<file path="src/hdl/akxd_pkg.sv">
// types, constants and keystream functions for the keystream decrypt block
// no dependencies
package akxd_pkg;

    localparam logic [31:0] KEY_DEFAULT = 32'h0006_7895;
    localparam logic [31:0] SEED_SUB    = 32'h579E_2B8D;
    localparam logic [31:0] BYTE_SUB    = 32'h0000_0049;
    localparam logic [31:0] RUN_SUB     = 32'h1563_3649;

    typedef struct packed {
        logic [7:0] data_byte;
        logic       buffer_end;
    } in_item_t;

    typedef struct packed {
        logic [7:0] plain_byte;
        logic       end_mark;
    } out_item_t;

    // key-derived values handed from the key schedule to the datapath
    typedef struct packed {
        logic        reload;
        logic [31:0] seed;
        logic [31:0] step;
    } key_sched_t;

    function automatic logic [31:0] asr32(input logic [31:0] x, input int unsigned sh);
        return 32'($signed(x) >>> sh);
    endfunction

    function automatic logic [31:0] eff_key(input logic [31:0] k);
        return (k == 32'h0) ? KEY_DEFAULT : k;
    endfunction

    function automatic logic [31:0] seed_of(input logic [31:0] k);
        logic [31:0] e;
        e = eff_key(k);
        return (asr32(e, 12) ^ (e << 18)) - SEED_SUB;
    endfunction

    function automatic logic [31:0] step_of(input logic [31:0] k);
        logic [31:0] e;
        e = eff_key(k);
        return asr32(e, 10) ^ (e << 14);
    endfunction

    localparam logic [31:0] SEED_RESET = seed_of(32'h0);
    localparam logic [31:0] STEP_RESET = step_of(32'h0);

endpackage

</file>
<file path="src/hdl/akxd_keysched.sv">
// key register stage: turns a key write into seed and step words
// depends on akxd_pkg
module akxd_keysched (
    input  logic                     clk,
    input  logic                     rst_n,
    input  logic                     cfg_valid,
    output logic                     cfg_ready,
    input  logic signed [31:0]       cfg_data,
    output akxd_pkg::key_sched_t     sched
);

    logic        seed_reg;
    logic [31:0] seed_val_reg;
    logic [31:0] step_reg;
    logic        cfg_take;

    assign cfg_ready = 1'b1;
    assign cfg_take  = cfg_valid && cfg_ready;

    always_ff @(posedge clk or negedge rst_n)
    begin
        if (!rst_n)
        begin
            seed_reg     <= 1'b0;
            seed_val_reg <= akxd_pkg::SEED_RESET;
            step_reg     <= akxd_pkg::STEP_RESET;
        end
        else
        begin
            seed_reg <= cfg_take;
            if (cfg_take)
            begin
                seed_val_reg <= akxd_pkg::seed_of(cfg_data);
                step_reg     <= akxd_pkg::step_of(cfg_data);
            end
        end
    end

    assign sched.reload = seed_reg;
    assign sched.seed   = seed_val_reg;
    assign sched.step   = step_reg;

endmodule

</file>
<file path="src/hdl/akxd_core.sv">
// datapath: input register, keystream update, result register
// depends on akxd_pkg
module akxd_core (
    input  logic                     clk,
    input  logic                     rst_n,
    input  akxd_pkg::key_sched_t     sched,
    input  logic                     in_valid,
    output logic                     in_ready,
    input  akxd_pkg::in_item_t       in_data,
    output logic                     out_valid,
    input  logic                     out_ready,
    output akxd_pkg::out_item_t      out_data
);

    logic                 s1_valid_reg;
    logic                 s1_valid_next;
    akxd_pkg::in_item_t   s1_data_reg;
    logic                 out_valid_reg;
    logic                 out_valid_next;
    akxd_pkg::out_item_t  out_data_reg;
    akxd_pkg::out_item_t  out_data_next;
    logic [31:0]          run_reg;
    logic [31:0]          run_next;

    logic                 in_take;
    logic                 s1_adv;
    logic [31:0]          next_word;
    logic [31:0]          run_asr;
    logic [31:0]          ks_word;
    logic [31:0]          run_step;

    assign s1_adv   = s1_valid_reg && (!out_valid_reg || out_ready);
    assign in_ready = !s1_valid_reg || !out_valid_reg || out_ready;
    assign in_take  = in_valid && in_ready;

    // keystream arithmetic, all mod 2^32
    assign next_word = run_reg + sched.step;
    assign run_asr   = akxd_pkg::asr32(run_reg, 12);
    assign ks_word   = next_word - akxd_pkg::BYTE_SUB + run_asr;
    assign run_step  = next_word - akxd_pkg::RUN_SUB + (run_asr ^ (run_reg << 18));

    always_comb
    begin
        s1_valid_next = s1_valid_reg;
        if (in_take)
            s1_valid_next = 1'b1;
        else if (s1_adv)
            s1_valid_next = 1'b0;

        out_valid_next = out_valid_reg;
        if (s1_adv)
            out_valid_next = 1'b1;
        else if (out_ready)
            out_valid_next = 1'b0;

        out_data_next.plain_byte = s1_data_reg.data_byte ^ ks_word[7:0];
        out_data_next.end_mark   = s1_data_reg.buffer_end;

        run_next = run_reg;
        if (sched.reload)
            run_next = sched.seed;
        else if (s1_adv)
            run_next = s1_data_reg.buffer_end ? sched.seed : run_step;
    end

    always_ff @(posedge clk or negedge rst_n)
    begin
        if (!rst_n)
        begin
            s1_valid_reg  <= 1'b0;
            out_valid_reg <= 1'b0;
            run_reg       <= akxd_pkg::SEED_RESET;
        end
        else
        begin
            s1_valid_reg  <= s1_valid_next;
            out_valid_reg <= out_valid_next;
            run_reg       <= run_next;
        end
    end

    always_ff @(posedge clk)
    begin
        if (in_take)
            s1_data_reg <= in_data;
        if (s1_adv)
            out_data_reg <= out_data_next;
    end

    assign out_valid = out_valid_reg;
    assign out_data  = out_data_reg;

endmodule

</file>
<file path="src/hdl/archive_keystream_xor_decrypt_top.sv">
// Byte-stream XOR decrypter with a 32-bit running keystream word. Each input
// request carries one byte and a buffer-end flag; each produces exactly one
// output request with the decrypted byte and the same flag. A new byte can be
// taken every cycle unless the output stalls; each byte passes the input
// register, then the result register, with the single add/xor pass on the
// running word between them. Writing the key (zero selects the built-in
// default) reseeds the word via the registered reload strobe; the word also
// reseeds after every byte flagged as buffer end and after reset. Key writes
// are accepted at any time and must only be issued while the block is idle.
// depends on akxd_pkg, akxd_keysched, akxd_core
module archive_keystream_xor_decrypt_top (
    input  logic                   clk,
    input  logic                   rst_n,
    // key write channel
    input  logic                   cfg_valid,
    output logic                   cfg_ready,
    input  logic signed [31:0]     cfg_data,
    // obfuscated byte requests
    input  logic                   in_valid,
    output logic                   in_ready,
    input  akxd_pkg::in_item_t     in_data,
    // decrypted byte requests
    output logic                   out_valid,
    input  logic                   out_ready,
    output akxd_pkg::out_item_t    out_data
);

    // seed and per-byte step words, plus reseed strobe after a key write
    akxd_pkg::key_sched_t sched;

    akxd_keysched u_keysched (
        .clk       (clk),
        .rst_n     (rst_n),
        .cfg_valid (cfg_valid),
        .cfg_ready (cfg_ready),
        .cfg_data  (cfg_data),
        .sched     (sched)
    );

    // two-register datapath holding the running keystream word
    akxd_core u_core (
        .clk       (clk),
        .rst_n     (rst_n),
        .sched     (sched),
        .in_valid  (in_valid),
        .in_ready  (in_ready),
        .in_data   (in_data),
        .out_valid (out_valid),
        .out_ready (out_ready),
        .out_data  (out_data)
    );

endmodule

</file>
<file path="config.mk">
export PLATFORM = sky130hd
export DESIGN_NAME = archive_keystream_xor_decrypt_top
export DESIGN_NICKNAME = d
export VERILOG_FILES = /design/src/hdl/akxd_pkg.sv /design/src/hdl/akxd_keysched.sv /design/src/hdl/akxd_core.sv /design/src/hdl/archive_keystream_xor_decrypt_top.sv
export SDC_FILE = /design/constraint.sdc
export NUM_CORES = 1
export LEC_CHECK = 0
export BUFFER_PORTS_ARGS = -buffer_cell sky130_fd_sc_hd__buf_2
export CORE_ASPECT_RATIO = 1.75
export CORE_UTILIZATION = 61
export CTS_CLUSTER_SIZE = 25
export DETAILED_ROUTE_END_ITERATION = 8
export HOLD_SLACK_MARGIN = 0.03
export PLACE_DENSITY = 0.85
export SLEW_MARGIN = 20
export SYNTH_ARGS = -nofsm -noshare
export SYNTH_HDL_FRONTEND = slang
export SYNTH_SLANG_ARGS = --single-unit
</file>
<file path="constraint.sdc">
create_clock -name clk -period 6.9 [get_ports clk]
set_input_delay 0.345 -clock clk [delete_from_list [all_inputs] [get_ports clk]]
set_output_delay 0.345 -clock clk [all_outputs]
set_load 0.02 [all_outputs]
</file>
==> run_results.csv, run 1 <==
group,metric,value,unit
yosys,post-synth-top-count-cell,"sky130_fd_sc_hd__nor2_1",
critical_path,cp.arrival,5.74,ns
timing,post-route-worst-setup-slack,1.51,ns
yosys,synth-main-ff-cell,"sky130_fd_sc_hd__dfrtp_1",
timing,fmax,185,MHz
routing,routed_via_density,6.39,
critical_path,crit_path_cell_trace,"ha_1 > fa_1 > a211o_1 > a21oi_1 > o21ai_1 > and2_1 > o21ai_0 > nand2b_1 > a21boi_0 > o21bai_1 > xor2_1 > ha_1 > ha_1 > o21ai_0 > nand2b_1 > a32o_1 > a2111oi_2 > o32ai_1 > a221o_1 > a21oi_1",
placement,gpl.final_weighted_congestion,1.06,
die,core,15500,um2
grt,grt_max_degree,71,
placement,place.detailed.hpwl,20400,um
yosys,synthDominantAreaCellType,"sky130_fd_sc_hd__dfstp_2",
critical_path,worstPathRequired,7.25,ns
yosys,ys_top_cells_by_area,"sky130_fd_sc_hd__dfstp_2 13%, sky130_fd_sc_hd__dfrtp_1 13%, sky130_fd_sc_hd__ha_1 12%, sky130_fd_sc_hd__edfxtp_1 5.5%, sky130_fd_sc_hd__xnor2_1 5.5%",
timing,hold_viol,0,
routing,drt-initial-drc-count,682,
timing,setup_total_negative_slack,0,ns
die,io_pins,58,
yosys,syn_area_per_cell,8.58,um2
routing,wl,27200,um
timing,number_of_failing_setup_endpoints_in_the_final_timing_report,0,
critical_path,startpoint_type,"register",
yosys,synthesis.nets,1277,
cts,cts_max_level,4,
die,floorplan.rows,60,
yosys,synth_top_cell_area_share,0.132,
yosys,postSynthRegisterBits,117,
grt,grt_pass1_vias,8318,
cts,worst_skew_pair.late_latency,0.43,ns
routing,vias,8699,
critical_path,setup_slack_of_the_most_critical_reg_to_reg_path,1.51,ns
cts,clkSlewWorstSetupHoldPaths,0.07,ns
yosys,ys_seq_area_frac,0.316,
routing,route.met3.wl,1360,um
placement,place_worst_setup_slack,1.60,ns
finish,fin_cells,1362,
die,design.die.area,16500,um2
critical_path,worst_path_most_repeated_cell,"sky130_fd_sc_hd__ha_1",
routing,route.layer.met1.wl,10600,um
routing,detail_route.drc_violations,0,
critical_path,worst-path-buf-inv,0,
grt,antenna_found_initial,0,
timing,worst-slew-pin-transition,0.871,ns
critical_path,worstSetupPathType,"reg2reg",
timing,slew_headroom,0.420,
critical_path,critical_path_peak_fanout,5,
placement,dpl.cell_count,1329,
yosys,synth_cell_type_count,72,
critical_path,crit_path_max_incr_delay,0.66,ns
die,initial_core_util,0.630,
finish,final_net_count,1304,
timing,part_of_the_cycle_the_worst_path_needs,0.782,
routing,highest-signal-layer,"met4",
critical_path,cpMaxStageDelayCell,"sky130_fd_sc_hd__a2111oi_2",
die,die_y,169,um
critical_path,timing.critical_path.max_delay_family,"compound AO/OA/AOI/OAI gates",
yosys,synthTopCellsByCount,"107 x sky130_fd_sc_hd__nor2_1, 100 x sky130_fd_sc_hd__a21oi_1, 96 x sky130_fd_sc_hd__nand2_1",
yosys,post_synth_inst_count,1136,
cts,tritoncts,"built",
critical_path,worst_setup_end_kind,"register",
grt,grt_util_all_layers,0.336,
yosys,post_synth_edffs,18,
routing,wl_per_cell,20.0,um
cts,clk_path_buf_depth,2,
finish,antenna_cells,0,
finish,area_delta_synth_final,9.37,%
timing,fin_crit,5.39,ns
timing,final_max_slew_viol_count,0,
timing,rsz_0062_raised_after_global_routing,"no",
routing,detailroute.wirelength.met2,13000,um
timing,worst_hold_slack,0.0875,ns
cts,tritoncts_sinks,117,
cts,cts_made_buffers,17,
cts,clk_root_buffer_cell,"sky130_fd_sc_hd__clkbuf_16",
placement,port-buffer-count,56,
die,chipWidth,97.5,um
hold_path,worst_hold_path_type,"in2reg",
timing,clock_skews,0.0200,ns
finish,drive_above_1_share,0.160,
routing,firstDrtPassIters,5,
grt,grt-ovfl-total,0,
flow_run,timing.max_cap.violations,0,
yosys,synth-async-reset-ratio,0.846,
yosys,syn_warnings,0,
status,run_status,"completed",
routing,drtAntennaViolNets,0,
cts,cts_post_setup_buffers_inserted,0,
finish,nFillCells,1192,
yosys,syn_area,9740,um2
grt,grt_pass1_wl,43100,um
==> per-stage QoR <==
step,util,instance area [um2]
2_1_floorplan,-,9740
3_3_place_gp,0.648,10000
3_5_place_dp,0.648,10000
4_1_cts,0.689,10700
5_1_grt,0.689,10700
6_report,0.689,10700
==> repair_timing <==
action / 4_1_cts / 5_1_grt
hold endpoints to repair: 16 / 0
hold buffers: 1 / 0
setup endpoints to repair: 0 / 0
resized for setup: 0 / 0
==> worst register-to-register path, stage by stage (launching register included) <==
cell and delay (ns):
sky130_fd_sc_hd__dfrtp_1 0.41, sky130_fd_sc_hd__ha_1 0.22, sky130_fd_sc_hd__fa_1 0.43, sky130_fd_sc_hd__a211o_1 0.33, sky130_fd_sc_hd__a21oi_1 0.21, sky130_fd_sc_hd__o21ai_1 0.15, sky130_fd_sc_hd__and2_1 0.21, sky130_fd_sc_hd__o21ai_0 0.15
sky130_fd_sc_hd__nand2b_1 0.10, sky130_fd_sc_hd__a21boi_0 0.30, sky130_fd_sc_hd__o21bai_1 0.12, sky130_fd_sc_hd__xor2_1 0.16, sky130_fd_sc_hd__ha_1 0.29, sky130_fd_sc_hd__ha_1 0.36, sky130_fd_sc_hd__o21ai_0 0.19, sky130_fd_sc_hd__nand2b_1 0.12
sky130_fd_sc_hd__a32o_1 0.27, sky130_fd_sc_hd__a2111oi_2 0.66, sky130_fd_sc_hd__o32ai_1 0.17, sky130_fd_sc_hd__a221o_1 0.34, sky130_fd_sc_hd__a21oi_1 0.14
==> per-layer routing <==
metal  vias up  global-route usage
li1       4134                   -
met1      4093               0.391
met2       360               0.554
met3       112              0.0474
met4         0               0.262
met5         -                   0
==> worst paths after layout <==
path	from	to	depth (start not counted)
worst min-delay path	in_data[4]	u_core.s1_data_reg[4]	1
min in group asynchronous	rst_n	u_core.run_reg[29]	2
max in group asynchronous	rst_n	u_keysched.step_reg[10]	3
worst min register to register	u_keysched.seed_val_reg[1]	u_keysched.seed_val_reg[1]	2
worst max register to register	u_core.run_reg[0]	u_core.run_reg[28]	20
worst max-delay path	u_core.run_reg[0]	u_core.run_reg[28]	20
==> cell type report <==
cell class,count,area (um2),share of cell area
clock buffers,17,425,0.0399
clock inverters,15,204,0.0191
inverters,71,267,0.0250
multi-input cells,892,6100,0.573
flip-flops and latches,117,3080,0.289
well taps,186,233,0.0218
repair buffers,64,345,0.0324
==> cells by family after synthesis <==
group	Yosys count	synth area share
AO/OA/AOI/OAI	322	0.213
adder cells (fa/ha/maj)	95	0.124
buffers and inverters	127	0.0583
AND/OR/NAND/NOR	345	0.166
other	1	0.000385
XOR/XNOR	100	0.0899
multiplexers	29	0.0330
flip-flops	117	0.316
==> layout by cell type (no fill, tap or decap), drive strengths merged, types with 8 or more instances in the layout <==
master	instances
a21o	31
o31ai	8
nor2	107
mux2	25
a211oi	11
dfstp	49
buf	63
nand2	97
inv	80
edfxtp	18
and2	10
nand3	26
xor2	39
xnor2	61
o211ai	11
and3	19
clkbuf	17
or3	11
a31oi	17
nand2b	14
ha	93
dfrtp	50
nor3	24
nor4	9
nand4	10
a21oi	100
o21ai	72
Power of run 1 is left out: the tool's default activity adds up to more than one toggle a clock period on the data nets, which glitch-free logic cannot reach.
==> inputs of run 2 (changes only) <==
--- a/config.mk
+++ b/config.mk
@@ -7,11 +7,11 @@
 export LEC_CHECK = 0
 export BUFFER_PORTS_ARGS = -buffer_cell sky130_fd_sc_hd__buf_2
 export CORE_ASPECT_RATIO = 1.75
-export CORE_UTILIZATION = 61
+export CORE_UTILIZATION = 57
 export CTS_CLUSTER_SIZE = 25
 export DETAILED_ROUTE_END_ITERATION = 8
 export HOLD_SLACK_MARGIN = 0.03
-export PLACE_DENSITY = 0.85
+export PLACE_DENSITY = 0.83
 export SLEW_MARGIN = 20
 export SYNTH_ARGS = -nofsm -noshare
 export SYNTH_HDL_FRONTEND = slang
==> constraint.sdc (replaced) <==
create_clock -name clk -period 4.45 [get_ports clk]
set_input_delay 0.2225 -clock clk [delete_from_list [all_inputs] [get_ports clk]]
set_output_delay 0.2225 -clock clk [all_outputs]
set_load 0.02 [all_outputs]
==> run 2 against run 1 <==
Against the previous run:
- the run now ends with setup timing left
- fmax increased by 17%
- routed wire length increased by 12%
- cell count increased by 12%
- core utilization increased by 4.7 points
- largest cell class unchanged
- global-route usage increased by 2.0 points
- hold slack got worse by 0.023 ns
- via count increased by 7.2%
- setup slack got worse by 1.7 ns
- highest routed layer unchanged
- critical endpoint unchanged
- die area increased by 6.9%
- final area increased by 15%
- first-iteration DRC count decreased by 8.7%
- flip-flop and latch count unchanged
==> run_results.csv, run 2 (synthesized netlist as in run 1, its figures left out) <==
group,metric,value,unit
status,run_status,"finished, violations left",
status,violations,"setup timing",
timing,fmax,216,MHz
cts,cts_max_level,4,
grt,grt-ovfl-total,0,
grt,grt_pass1_wl,47400,um
die,design.die.area,17600,um2
hold_path,worst_hold_path_type,"in2reg",
routing,drtAntennaViolNets,0,
cts,worst_skew_pair.late_latency,0.43,ns
finish,final_net_count,1426,
timing,final_max_slew_viol_count,0,
timing,slew_headroom,0.401,
timing,fin_crit,4.62,ns
finish,commonest_non_fill_non_tap_cell_in_the_layout,"sky130_fd_sc_hd__buf_4",
die,initial_core_util,0.587,
routing,drt-initial-drc-count,623,
critical_path,worstPathRequired,4.81,ns
critical_path,setup_slack_of_the_most_critical_reg_to_reg_path,-0.17,ns
die,core,16600,um2
critical_path,worst_setup_end_kind,"register",
cts,tritoncts,"built",
routing,wl_per_cell,20.0,um
critical_path,cp.arrival,4.98,ns
hold_path,whs_path_depth,3,
critical_path,rr_endpoint,"u_core.run_reg[28]",
hold_path,whs_endpoint,"u_keysched.seed_val_reg[6]",
cts,clk_root_buffer_cell,"sky130_fd_sc_hd__clkbuf_16",
die,die_y,175,um
cts,clkSlewWorstSetupHoldPaths,0.06,ns
grt,grt_util_all_layers,0.355,
hold_path,hp-start,"cfg_data[18]",
finish,utilization,0.736,
placement,gpl.final_weighted_congestion,0.997,
routing,wl,30400,um
die,floorplan.rows,62,
routing,detail_route.drc_violations,0,
critical_path,worstSetupPathType,"reg2reg",
placement,port-buffer-count,56,
cts,tritoncts_sinks,117,
flow_run,timing.max_cap.violations,0,
critical_path,startpoint_type,"register",
routing,routed_via_density,6.13,
finish,drive_above_1_share,0.296,
die,chipWidth,101,um
finish,area_delta_synth_final,25.4,%
timing,rsz_0062_raised_after_global_routing,"yes",
finish,mostFrequentLayoutCells,"111 x sky130_fd_sc_hd__buf_4, 104 x sky130_fd_sc_hd__nor2_1, 90 x sky130_fd_sc_hd__nand2_1",
grt,grt_pass1_vias,9321,
cts,clk_path_buf_depth,2,
timing,number_of_failing_setup_endpoints_in_the_final_timing_report,7,
critical_path,launch_instance_of_the_worst_register_to_register_path,"u_keysched.step_reg[8]",
timing,part_of_the_cycle_the_worst_path_needs,1.04,
routing,firstDrtPassIters,7,
timing,post-route-worst-setup-slack,-0.170,ns
timing,worst-slew-pin-transition,0.898,ns
timing,hold_viol,0,
grt,grt_max_degree,66,
routing,vias,9326,
critical_path,worst-r2r-cell-count,23,
critical_path,cp-startpoint,"u_keysched.step_reg[8]",
die,io_pins,58,
grt,antenna_found_initial,0,
timing,clock_skews,0.0136,ns
finish,antenna_cells,0,
placement,place.detailed.hpwl,22300,um
critical_path,critical_path_peak_fanout,4,
cts,cts_made_buffers,17,
## run 2: cell count changes in the layout (fill, tap and decap cells not counted), moves of 5 or more
cell                            before  now
sky130_fd_sc_hd__a211oi_2            0    5
sky130_fd_sc_hd__a21oi_2             0   10
sky130_fd_sc_hd__ha_4                0   12
sky130_fd_sc_hd__nand2_1            96   90
sky130_fd_sc_hd__o21ai_2             0    7
sky130_fd_sc_hd__o21ai_0            63   48
sky130_fd_sc_hd__ha_1               93   79
sky130_fd_sc_hd__a21oi_1           100   88
sky130_fd_sc_hd__buf_6               0    9
sky130_fd_sc_hd__buf_4               8  111
sky130_fd_sc_hd__o21ai_1             8   14
sky130_fd_sc_hd__a211oi_1           11    6
sky130_fd_sc_hd__dlygate4sd3_1       1   11
## run 2: how the worst max path moves through the flow
stage	end	slack [ns]	depth (start not counted)
after floorplan	u_core.run_reg[27]	0.02	22
after global placement	u_core.run_reg[29]	-0.28	21
after detailed placement	u_core.run_reg[29]	-0.38	20
after CTS	u_core.run_reg[29]	-0.12	25
after global routing	u_core.run_reg[28]	-0.34	22
final	u_core.run_reg[28]	-0.17	23
## run 2: worst max-delay path, cell delays in order, from the launching register on
cell and delay (ns):
sky130_fd_sc_hd__dfstp_2 0.54, sky130_fd_sc_hd__ha_1 0.18, sky130_fd_sc_hd__buf_4 0.13, sky130_fd_sc_hd__and2_1 0.14, sky130_fd_sc_hd__o21ai_0 0.08, sky130_fd_sc_hd__a21oi_1 0.12
sky130_fd_sc_hd__a21bo_2 0.20, sky130_fd_sc_hd__nor2_1 0.05, sky130_fd_sc_hd__o21ai_0 0.27, sky130_fd_sc_hd__buf_4 0.18, sky130_fd_sc_hd__nand3_1 0.09, sky130_fd_sc_hd__nand2_1 0.11
sky130_fd_sc_hd__xor2_1 0.19, sky130_fd_sc_hd__ha_1 0.27, sky130_fd_sc_hd__ha_1 0.32, sky130_fd_sc_hd__buf_4 0.16, sky130_fd_sc_hd__o21ai_2 0.06, sky130_fd_sc_hd__nand2b_1 0.10
sky130_fd_sc_hd__a32o_2 0.30, sky130_fd_sc_hd__a2111oi_4 0.28, sky130_fd_sc_hd__buf_4 0.20, sky130_fd_sc_hd__o32ai_2 0.08, sky130_fd_sc_hd__a221o_1 0.35, sky130_fd_sc_hd__a21oi_2 0.14
## run 2: final cells by class
cell class                      instances  area [um2]
Fill cell                            1174        4380
Timing Repair Buffer                  186        1320
Tap cell                              224         280
Clock buffer                           18         429
Clock inverter                         14         165
Sequential cell                       117        3080
Multi-Input combinational cell        892        6680
Inverter                               71         267
## run 2: stage by stage
step	worst slack (ns)	cells	hold WS [ns]	cell area (um2)	setup TNS, ns
floorplan	0.0179	1136	-0.0731	9810	0
global placement	-0.281	1467	0.331	10900	-1.58
detailed placement	-0.385	1467	0.331	10900	-2.82
CTS	-0.123	1514	0.0551	11900	-0.498
global route	-0.343	1522	0.0836	12200	-2.52
finish	-0.170	1522	0.0645	12200	-0.652
## run 2: metal layers
layer | GRT usage | vias to the layer above | share of wire
met4 | 0.260 | 0 | 0.081
met2 | 0.596 | 394 | 0.49
met1 | 0.409 | 4444 | 0.38
li1 | - | 4365 | -
met3 | 0.0448 | 123 | 0.052
met5 | 0 | - | 0
## run 2: timing repair
item / 4_1_cts / 5_1_grt
hold buffers: 11 / 0
setup buffers: 5 / 8
pin swaps: 44 / 44
setup endpoints to repair: 15 / 19
resized for setup: 59 / 58
hold endpoints to repair: 36 / 0
Power of run 2 is left out for the same reason.
==> inputs of run 3 (changes only) <==
--- a/config.mk
+++ b/config.mk
@@ -6,12 +6,14 @@
 export NUM_CORES = 1
 export LEC_CHECK = 0
 export BUFFER_PORTS_ARGS = -buffer_cell sky130_fd_sc_hd__buf_2
+export CELL_PAD_IN_SITES_DETAIL_PLACEMENT = 1
+export CELL_PAD_IN_SITES_GLOBAL_PLACEMENT = 1
 export CORE_ASPECT_RATIO = 1.75
-export CORE_UTILIZATION = 57
+export CORE_UTILIZATION = 30
 export CTS_CLUSTER_SIZE = 25
 export DETAILED_ROUTE_END_ITERATION = 8
 export HOLD_SLACK_MARGIN = 0.03
-export PLACE_DENSITY = 0.83
+export PLACE_DENSITY = 0.62
 export SLEW_MARGIN = 20
 export SYNTH_ARGS = -nofsm -noshare
 export SYNTH_HDL_FRONTEND = slang
==> run 3 against run 2 <==
Against the previous run:
- the flow finishes with violations (DRC, setup timing)
- routed wire length is 18% higher
- critical path depth is 2 lower
- hold slack worse by 0.0054 ns
- clock skew is 0.0013 ns higher
- global-route usage is 13 points lower
- via count is 2.1% lower
- setup slack worse by 0.013 ns
- fmax is 0.28% lower
- non-clock buffer count is 37 higher
- flip-flop and latch count stayed put
- die area is 88% higher
- register-to-register slack hardly changed
- critical endpoint is now u_core.run_reg[29]
- largest cell class unchanged
- highest routed layer unchanged
==> run_results.csv, run 3 (synthesized netlist as in run 1, its figures left out) <==
group,metric,value,unit
timing,part_of_the_cycle_the_worst_path_needs,1.04,
die,initial_core_util,0.303,
placement,place.detailed.hpwl,28300,um
cts,tritoncts,"built",
routing,drt-initial-drc-count,412,
timing,final_max_slew_viol_count,0,
die,design.die.area,33200,um2
placement,gpl.final_weighted_congestion,0.889,
critical_path,crit_path_max_incr_delay,0.39,ns
hold_path,whs_path_depth,3,
placement,dpl.cell_count,1677,
cts,cts_max_level,4,
critical_path,startpoint_type,"register",
timing,number_of_failing_setup_endpoints_in_the_final_timing_report,9,
critical_path,worstPathRequired,4.82,ns
routing,detail_route.drc_violations,2,
timing,slew_headroom,0.355,
finish,total_area_of_multi_input_combinational_cells,6710,um2
critical_path,cp.arrival,5.00,ns
critical_path,worst-r2r-cell-count,21,
status,violations,"DRC, setup timing",
flow_run,timing.max_cap.violations,0,
die,die_y,240,um
timing,rsz_0062_raised_after_global_routing,"yes",
die,core,32100,um2
finish,antenna_cells,0,
critical_path,crit_path_cell_trace,"ha_2 > fa_2 > a211o_1 > a21oi_4 > o21ai_2 > and2_4 > o21ai_2 > nand2b_1 > a21boi_2 > o21bai_1 > xor2_1 > ha_1 > ha_4 > o21ai_4 > a2111oi_4 > o21ai_2 > a221o_1 > nand2_2 > a21oi_4 > or3_1 > a31oi_1",
timing,post-route-worst-setup-slack,-0.183,ns
routing,vias,9131,
grt,grt_max_degree,70,
cts,cts_made_buffers,17,
cts,clk_root_buffer_cell,"sky130_fd_sc_hd__clkbuf_16",
timing,worst-slew-pin-transition,0.967,ns
routing,wl_per_cell,20.6,um
finish,utilization,0.396,
finish,seq_area,3080,um2
hold_path,worst_hold_path_type,"in2reg",
finish,fin_cells,1735,
hold_path,whs_endpoint,"u_core.out_valid",
timing,worst_hold_slack,0.0591,ns
critical_path,critical_path_peak_fanout,4,
grt,grt_pass1_vias,9554,
finish,commonest_non_fill_non_tap_cell_in_the_layout,"sky130_fd_sc_hd__buf_4",
timing,clock_skews,0.0149,ns
die,chipWidth,138,um
critical_path,launch_instance_of_the_worst_register_to_register_path,"u_core.run_reg[0]",
critical_path,worstSetupPathType,"reg2reg",
critical_path,setup_slack_of_the_most_critical_reg_to_reg_path,-0.18,ns
critical_path,cpMaxStageDelayCell,"sky130_fd_sc_hd__dfrtp_1",
grt,grt_util_all_layers,0.220,
cts,clkSlewWorstSetupHoldPaths,0.06,ns
routing,routed_via_density,5.26,
routing,wl,35800,um
die,io_pins,58,
routing,drtAntennaViolNets,0,
critical_path,worst_path_most_repeated_cell,"sky130_fd_sc_hd__o21ai_2",
routing,firstDrtPassIters,7,
critical_path,rr_endpoint,"u_core.run_reg[29]",
finish,nFillCells,3744,
grt,grt_pass1_wl,54800,um
hold_path,hp-start,"out_ready",
grt,antenna_found_initial,0,
cts,tritoncts_sinks,117,
finish,mostFrequentLayoutCells,"152 x sky130_fd_sc_hd__buf_4, 102 x sky130_fd_sc_hd__nor2_1, 89 x sky130_fd_sc_hd__nand2_1",
finish,area_delta_synth_final,30.5,%
critical_path,worst_setup_end_kind,"register",
status,run_status,"finished, violations left",
finish,drive_above_1_share,0.318,
timing,hold_viol,0,
finish,final_net_count,1463,
timing,fin_crit,4.63,ns
cts,clk_path_buf_depth,2,
grt,grt-ovfl-total,0,
die,floorplan.rows,87,
timing,fmax,216,MHz
cts,worst_skew_pair.late_latency,0.45,ns
placement,port-buffer-count,56,
## run 3: how the worst max path moves through the flow
stage | to | start | slack [ns]
CTS | u_core.run_reg[22] | u_core.run_reg[0] | -0.25
global route | u_core.run_reg[24] | u_keysched.step_reg[1] | -0.38
finish | u_core.run_reg[29] | u_core.run_reg[0] | -0.18
floorplan | u_core.run_reg[27] | u_core.run_reg[1] | 0.02
global placement | u_core.run_reg[29] | u_keysched.step_reg[0] | -0.37
detailed placement | u_core.run_reg[27] | u_keysched.step_reg[0] | -0.51
## run 3: repair_timing
action                                  in CTS  in global routing
setup buffers                                7                  8
endpoints found under the setup margin      17                 21
resized for setup                           68                 53
pin swaps                                   53                 38
hold buffers                                12                  0
cloned                                       0                  0
endpoints found under the hold margin       46                  0
## run 3: area by class of cell
cell class	instances	share of cell area
Multi-Input combinational cell	892	0.527
Sequential cell	117	0.242
Timing Repair Buffer	223	0.125
Tap cell	400	0.0394
Clock buffer	18	0.0354
Inverter	71	0.0210
Clock inverter	14	0.0101
## run 3: critical path: cells and delay by family (launching register included)
family	cells	cell delay, ns
simple gates	4	0.72
flops	1	0.39
xor+xnor	1	0.15
compound gates	12	2.09
fa+ha+maj	4	1.20
## run 3: metal layers
metal  vias to the layer above  global-route usage  routed length, um
li1                       4425                   -                  -
met1                      4471               0.230              13900
met2                       166               0.419              19000
met3                        69              0.0231                755
met4                         0               0.141               2180
met5                         -                   0                  0
## run 3: stage by stage
stage / TNS (ns) / setup WS (ns) / area, um2
2_1_floorplan: 0 / 0.0179 / 9810
3_5_place_dp: -4.67 / -0.513 / 11300
4_1_cts: -2.22 / -0.246 / 12400
3_3_place_gp: -3.24 / -0.368 / 11300
6_report: -0.934 / -0.183 / 12700
5_1_grt: -4.41 / -0.379 / 12700
Power of run 3 is left out for the same reason.
